`config.mk`:
```
export PLATFORM = sky130hd
export DESIGN_NAME = trial_division_prime_check
export DESIGN_NICKNAME = d
export VERILOG_FILES = /design/src/design/tdpc_pkg.sv /design/src/design/trial_division_prime_check.sv
export SDC_FILE = /design/constraint.sdc
export NUM_CORES = 1
export LEC_CHECK = 0
export ABC_AREA = 1
export BUFFER_PORTS_ARGS = -buffer_cell sky130_fd_sc_hd__buf_2
export CAP_MARGIN = 40
export CORE_MARGIN = 2
export CORE_UTILIZATION = 62
export CTS_CLUSTER_SIZE = 28
export DETAILED_ROUTE_END_ITERATION = 16
export PLACE_DENSITY = 0.91
export SLEW_MARGIN = 10
export SYNTH_ARGS = -nofsm -noshare
export SYNTH_HDL_FRONTEND = slang
export SYNTH_SLANG_ARGS = --single-unit
```
`constraint.sdc`:
```
create_clock -name clk -period 4.3 [get_ports clk]
set_clock_uncertainty 0.2 [all_clocks]
set_input_delay 0.43 -clock clk [delete_from_list [all_inputs] [get_ports clk]]
set_output_delay 0.43 -clock clk [all_outputs]
set_load 0.1 [all_outputs]
```
`src/design/tdpc_pkg.sv`:
```
`timescale 1ns / 1ps

package tdpc_pkg;

  typedef logic [1:0] state_t;

  localparam state_t ST_IDLE  = 2'd0;
  localparam state_t ST_DIV   = 2'd1;
  localparam state_t ST_CHECK = 2'd2;

  // first trial divisor
  localparam int FIRST_DIVISOR = 2;

endpackage

```
`src/design/trial_division_prime_check.sv`:
```
`timescale 1ns / 1ps

// Primality test by trial division. Pulse start with a number while busy is
// low; busy then stays high until the answer is ready, and done pulses for
// exactly one cycle with is_prime valid in that cycle. The receiver cannot
// stall: sample is_prime when done is high. Numbers 0 and 1 answer, not
// prime, in the cycle after start. For any other number, one shared restoring
// divider tries d = 2, 3, ... in turn; each trial runs WIDTH shift/subtract
// steps and then one check step. The search stops at the first exact divisor,
// or once d exceeds the quotient n / d. A prime n thus runs floor(sqrt(n))
// trials, and a composite with smallest factor p runs p - 1 trials. busy is
// already low in the cycle in which done is high, so the next number can be
// taken in that cycle.
module trial_division_prime_check #(
  parameter int WIDTH = 16
) (
  input  logic             clk,
  input  logic             rst,
  input  logic             start,
  input  logic [WIDTH-1:0] number,
  output logic             busy,
  output logic             done,
  output logic             is_prime
);

  localparam int CNT_W = $clog2(WIDTH);
  localparam logic [CNT_W-1:0] CNT_LAST = CNT_W'(WIDTH - 1);

  tdpc_pkg::state_t state;
  tdpc_pkg::state_t state_next;

  logic [WIDTH-1:0] num;
  logic [WIDTH-1:0] dvs;
  logic [WIDTH-1:0] rem;
  logic [WIDTH-1:0] quo;
  logic [CNT_W-1:0] cnt;

  logic [WIDTH:0]   trial;
  logic [WIDTH:0]   diff;
  logic             fits;
  logic             accept;
  logic             below_two;

  assign busy      = (state != tdpc_pkg::ST_IDLE);
  assign accept    = start && !busy;
  assign below_two = (number < WIDTH'(tdpc_pkg::FIRST_DIVISOR));

  // one restoring step: bring down the next dividend bit, try to subtract
  assign trial = {rem, quo[WIDTH-1]};
  assign diff  = trial - {1'b0, dvs};
  assign fits  = !diff[WIDTH];

  always_comb begin
    state_next = state;
    case (state)
      tdpc_pkg::ST_IDLE: begin
        if (accept && !below_two) begin
          state_next = tdpc_pkg::ST_DIV;
        end
      end
      tdpc_pkg::ST_DIV: begin
        if (cnt == '0) begin
          state_next = tdpc_pkg::ST_CHECK;
        end
      end
      tdpc_pkg::ST_CHECK: begin
        if ((dvs > quo) || (rem == '0)) begin
          state_next = tdpc_pkg::ST_IDLE;
        end else begin
          state_next = tdpc_pkg::ST_DIV;
        end
      end
      default: begin
        state_next = tdpc_pkg::ST_IDLE;
      end
    endcase
  end

  always_ff @(posedge clk) begin
    if (rst) begin
      state <= tdpc_pkg::ST_IDLE;
      done  <= 1'b0;
    end else begin
      state <= state_next;
      done  <= ((state == tdpc_pkg::ST_IDLE) && accept && below_two) ||
               ((state == tdpc_pkg::ST_CHECK) && ((dvs > quo) || (rem == '0)));
    end
  end

  // datapath
  always_ff @(posedge clk) begin
    case (state)
      tdpc_pkg::ST_IDLE: begin
        if (accept) begin
          num      <= number;
          dvs      <= WIDTH'(tdpc_pkg::FIRST_DIVISOR);
          rem      <= '0;
          quo      <= number;
          cnt      <= CNT_LAST;
          is_prime <= 1'b0;
        end
      end
      tdpc_pkg::ST_DIV: begin
        rem <= fits ? diff[WIDTH-1:0] : trial[WIDTH-1:0];
        quo <= {quo[WIDTH-2:0], fits};
        cnt <= cnt - 1'b1;
      end
      tdpc_pkg::ST_CHECK: begin
        // d > n/d means no divisor is left to try
        if (dvs > quo) begin
          is_prime <= 1'b1;
        end else if (rem == '0) begin
          is_prime <= 1'b0;
        end else begin
          dvs <= dvs + 1'b1;
          rem <= '0;
          quo <= num;
          cnt <= CNT_LAST;
        end
      end
      default: begin
        cnt <= CNT_LAST;
      end
    endcase
  end

  a_done_idle: assert property (@(posedge clk) disable iff (rst)
    done |-> !busy)
    else $error("done while busy");

  a_small_quick: assert property (@(posedge clk) disable iff (rst)
    (accept && below_two) |=> (done && !is_prime))
    else $error("0 or 1 not answered next cycle as not prime");

  a_divisor_min: assert property (@(posedge clk) disable iff (rst)
    busy |-> (dvs >= WIDTH'(tdpc_pkg::FIRST_DIVISOR)))
    else $error("trial divisor below two");

  a_finish_done: assert property (@(posedge clk) disable iff (rst)
    ($fell(busy) && !$past(rst)) |-> done)
    else $error("search ended without a result");

endmodule
```
; ---- Word-level counts from Yosys, hierarchy flattened
; Cells that the tools add are included.
[word_totals]
reg_bits = 72
input_bits = 19
out_inout_bits = 3
wordCells = 68
[op_classes]
addsub = 3
order_cmp = 2
n_eq_ne = 8
n_mux = 25
reduce_logical = 22
[ops]
columns = operator, n
row1 = 2-to-1 mux 16 bit, 10
row2 = case mux 16 bit (3 select lines), 2
row3 = case mux 16 bit (2 select lines), 1
row4 = subtractor 17 x 16 -> 17 bit, 1
row5 = adder 16 x 1 -> 16 bit (second input constant), 1
row6 = greater-than comparator 16 bit, 1
row7 = logical NOT 16 bit, 1
row8 = less-than comparator 16 x 2 -> 1 bit (second input constant), 1
row9 = 2-to-1 mux 4 bit, 3
row10 = case mux 4 bit (3 select lines), 1
row11 = inequality test 2 bit (second input constant), 5
row12 = AND reduction 4 bit, 2
row13 = case mux 2 bit (3 select lines), 1
row14 = AND reduction 3 bit, 2
row15 = logical AND 1 bit, 5
row16 = logical NOT 4 bit, 1
row17 = 2-to-1 mux 1 bit, 4
row18 = 2-to-1 mux 2 bit, 2
row19 = AND reduction 2 bit, 2
row20 = nonzero test 2 bit, 2
row21 = subtractor 4 x 1 -> 4 bit (second input constant), 1
row22 = logical NOT 1 bit, 3
row23 = inequality test 3 bit (second input constant), 1
row24 = nonzero test 3 bit, 1
row25 = 5 further kinds, 6

; ---- Logic depth before layout (Yosys ltp)
[logic_depth]
ltp_word = 6
depth_mapped = 17
ltp_nobuf = 17

; ---- Least setup slack after synthesis
; Ideal clock, no wire load.
[synth_path]
kind = register to register
from = reg state[0]
to = reg quo[0], enable pin
setup_time_ns = 0.421
t_arrival_ns = 2.931
t_required_ns = 3.679
setup_slack_ns = 0.748
stages_incl_launch_ff = 8
n_path_buf = 0
period_less_slack_ns = 3.552
path_cell_list = dfxtp_1 inv_1 ha_1 inv_1 nor2_1 inv_1 nand2_1 nor2_1
[synth_via]
elab_chain_len = 5
elab_cells_between_ends = 11
classes_between = eq/ne (5) / reduce/logical (6)
[synth_rtl]
columns = element, line_no
row1 = start: declaration, trial_division_prime_check.sv:29  ; tdpc_pkg::state_t state;
row2 = start signal: assignment, trial_division_prime_check.sv:81  ; state <= tdpc_pkg::ST_IDLE;
row3 = start signal: assignment, trial_division_prime_check.sv:84  ; state <= state_next;
row4 = nonzero test 2 bit, trial_division_prime_check.sv:44  ; assign busy = (state != tdpc_pkg::ST_IDLE);
row5 = named net busy, trial_division_prime_check.sv:21  ; output logic busy,
row6 = logical NOT 1 bit, trial_division_prime_check.sv:45  ; assign accept = start && !busy;
row7 = logical AND 1 bit, trial_division_prime_check.sv:45
row8 = inequality test 2 bit (no source line), -
row9 = AND reduction 4 bit (no source line), -
row10 = end signal: assignment, trial_division_prime_check.sv:98  ; quo <= number;
row11 = end signal: assignment, trial_division_prime_check.sv:105  ; quo <= {quo[WIDTH-2:0], fits};
row12 = end signal: assignment, trial_division_prime_check.sv:117  ; quo <= num;
row13 = end: declaration, trial_division_prime_check.sv:35  ; logic [WIDTH-1:0] quo;
; The timed path passes the listed nets, and every way through them passes these cells.
; A chain may end at the register's enable or synchronous reset.

; ---- Worst setup path after layout
[layout_path]
from = reg dvs[11]
to = reg rem[3], enable pin
[layout_via]
elab_chain_len = 3
[layout_rtl]
columns = element, line_no
row1 = start: declaration, trial_division_prime_check.sv:33  ; logic [WIDTH-1:0] dvs;
row2 = start signal: assignment, trial_division_prime_check.sv:96  ; dvs <= WIDTH'(tdpc_pkg::FIRST_DIVISOR);
row3 = start signal: assignment, trial_division_prime_check.sv:115  ; dvs <= dvs + 1'b1;
row4 = greater-than comparator 16 bit, trial_division_prime_check.sv:110  ; if (dvs > quo) begin
row5 = inequality test 2 bit (no source line), -
row6 = AND reduction 4 bit (no source line), -
row7 = end signal: assignment, trial_division_prime_check.sv:104  ; rem <= fits ? diff[WIDTH-1:0] : trial[WIDTH-1:0];
row8 = end: declaration, trial_division_prime_check.sv:34  ; logic [WIDTH-1:0] rem;
; Every way passes these cells.

==> flow_summary.ini <==
[critical_path]
required_ns = 4.14
cp-start-kind = register
crit_fanout = 17
cp_data_arrival_time_ns = 3.03
critPathKind = reg2reg
critPathCaptureType = register

[place]
gp_congestion = 0.8939
dpl_worst_slack_ns = 1.200
portBuffers = 21
dpl_cell_area_mm2 = 0.004836
hpwl_um = 7405

[die]
core_area_mm2 = 0.007253
start_util_pct = 63.93
die-area_mm2 = 0.008187
fp.dieW_um = 90.48
rows = 31
die_y_um = 90.48
io_pins = 22

[sta]
rsz0062_at_grt = no
report.final.slew_viol_count = 0
layout_setup_ws_ns = 1.113
hold_viol = 0
tightest_slew_ns = 0.7702
setup_viol = 0
slew-limit-headroom_pct = 48.60
fmax_mhz = 313.8
holdWs_ns = 0.04368
timing.setup.tns_ns = 0
post-route-period-util_pct = 74.12
fin_crit_ns = 3.187

[global_route]
track_usage_pct = 26.20
grt_pass1_vias = 3844
antenna_found_initial = 0
grt-ovfl-total = 0
grt_start_max_net_pins = 37
grt_pass1_wl_um = 17240

[detailed_routing]
drt_pass1_iterations = 5
vias = 3805
routedWlPerCell_um = 15.17
vias_per_cell = 5.791
postRouteAntennaNets = 0
drt_wl_total_um = 9964
drc = 0
drt_iter0_markers = 364

[synthesis]
synth_seq_cells = 72
synth_cells = 529
netlist_area_mm2 = 0.004637
synth.distinct_cells = 41
synth.avg_cell_area_um2 = 8.765
synth-edff-count = 69
yosys_warnings = 0
synth_ff_type = edfxtp_1
synthesis.nets = 587
synthArstFlopShare_pct = 0
ys_seq_area_share_pct = 45.98

[layout]
final_area_mm2 = 0.005075
finalNetCount = 611
area_delta_synth_final_pct = 9.444
antennaDiodeCount = 0
n_fill_cell = 528
drive_gt1_share_pct = 10.22

[cts]
cts_resized = 0
post-cts-setup-buffer-count = 0
clock_sinks = 72
clock_path_buffers = 2
clock-root-buffer = clkbuf_8
ctsHoldBuffers = 0
cts_buffers = 9
path_clk_slew_ns = 0.07
htreeDepth = 3
clk_latency_ns = 0.35
tritoncts = built

[flow_run]
cap_violations = 0

[hold_path]
hold_class = in2reg

[run_status]
status = finished clean
==> layer usage <==
metal | share of wire (%) | global-route usage [%] | vias up
met5 | 0 | 0 | -
met4 | 2.9 | 11.92 | 0
met3 | 5.3 | 4.257 | 31
met2 | 50 | 45.34 | 162
met1 | 42 | 32.15 | 1759
li1 | - | - | 1853
==> state kept, by name (all words and copies together) (netlist names) <==
| signal | count |
|---|---|
| is_prime | 1 |
| dvs | 16 |
| num | 16 |
| quo | 16 |
| cnt | 4 |
| rem | 16 |
| state | 2 |
| done | 1 |
==> layout make-up <==
class	instances	area (µm²)	area share, %
sequential	72	2132	42.01
timing repair buffer	25	138.9	2.737
inverter	75	281.5	5.547
clock buffer	13	148.9	2.934
clock inverter	3	90.09	1.775
tap	99	123.9	2.441
multi-input combinational	370	2160	42.55
==> stage by stage <==
| step | std cells | utilization [%] |
|---|---|---|
| 6_report | 657 | 69.97 |
| 5_1_grt | 657 | 69.97 |
| 4_1_cts | 657 | 69.97 |
| 3_5_place_dp | 641 | 66.67 |
| 3_3_place_gp | 640 | 66.52 |
| 2_1_floorplan | 529 | - |
==> synthesized netlist by cell type, types with 7 or more instances <==
| cell type | n | share of area [%] |
|---|---|---|
| nand3_1 | 19 | 2.1 |
| clkbuf_1 | 7 | 0.57 |
| nor2_1 | 59 | 4.8 |
| inv_1 | 74 | 6.0 |
| ha_1 | 38 | 10 |
| nor3_1 | 8 | 0.86 |
| nand2_1 | 88 | 7.1 |
| a21oi_1 | 64 | 6.9 |
| o21ai_0 | 25 | 2.7 |
| edfxtp_1 | 69 | 45 |
| a22oi_1 | 8 | 1.3 |
| xor2_1 | 9 | 1.7 |
| nand4_1 | 7 | 0.94 |
==> layout by cell type, fill, tap and decap left out, types with 3 or more instances in the layout <==
| cell type | instances |
|---|---|
| buf_4 | 3 |
| a21oi_1 | 64 |
| nor2_1 | 58 |
| nand2_2 | 5 |
| nand3_1 | 19 |
| dfxtp_1 | 3 |
| ha_1 | 38 |
| a22oi_1 | 8 |
| o21ai_1 | 6 |
| xor2_1 | 9 |
| clkbuf_1 | 3 |
| xnor2_1 | 5 |
| nand4_1 | 7 |
| inv_1 | 74 |
| o21ai_0 | 25 |
| clkbuf_8 | 10 |
| nor3_1 | 8 |
| bufinv_16 | 3 |
| edfxtp_1 | 69 |
| buf_2 | 21 |
| a21o_1 | 5 |
| nand2_1 | 88 |
| nor4_1 | 4 |
==> worst max-delay path: stages, from the launching register on <==
cell,delay (ns)
edfxtp_1,0.46
ha_1,0.37
nand4_1,0.13
nor3_1,0.25
nand3_1,0.12
nand2_1,0.13
nand2_1,0.06
nand2_1,0.08
nand2_1,0.10
nor2_2,0.60
buf_4,0.37
==> path summary, 6_finish.rpt <==
kind / from / end / slack [ns] / depth (start not counted)
worst max-delay path: dvs[11] / rem[3] / 1.11 / 10
worst min-delay path: rst / state[0] / 0.04 / 2
worst max register to register: dvs[11] / rem[3] / 1.11 / 10
worst min register to register: state[0] / state[0] / 0.32 / 2
==> cells by family after synthesis <==
kind of cell / after synthesis / share of synthesized area [%]
AND/OR/NAND/NOR: 200 / 19.16
AO/OA/AOI/OAI: 117 / 14.03
buffers and inverters: 87 / 7.501
flip-flops: 72 / 45.98
adder cells (fa/ha/maj): 39 / 10.69
XOR/XNOR: 14 / 2.644
Power is left out: the tool's default activity adds up to more than one toggle a clock period on the data nets, which glitch-free logic cannot reach.
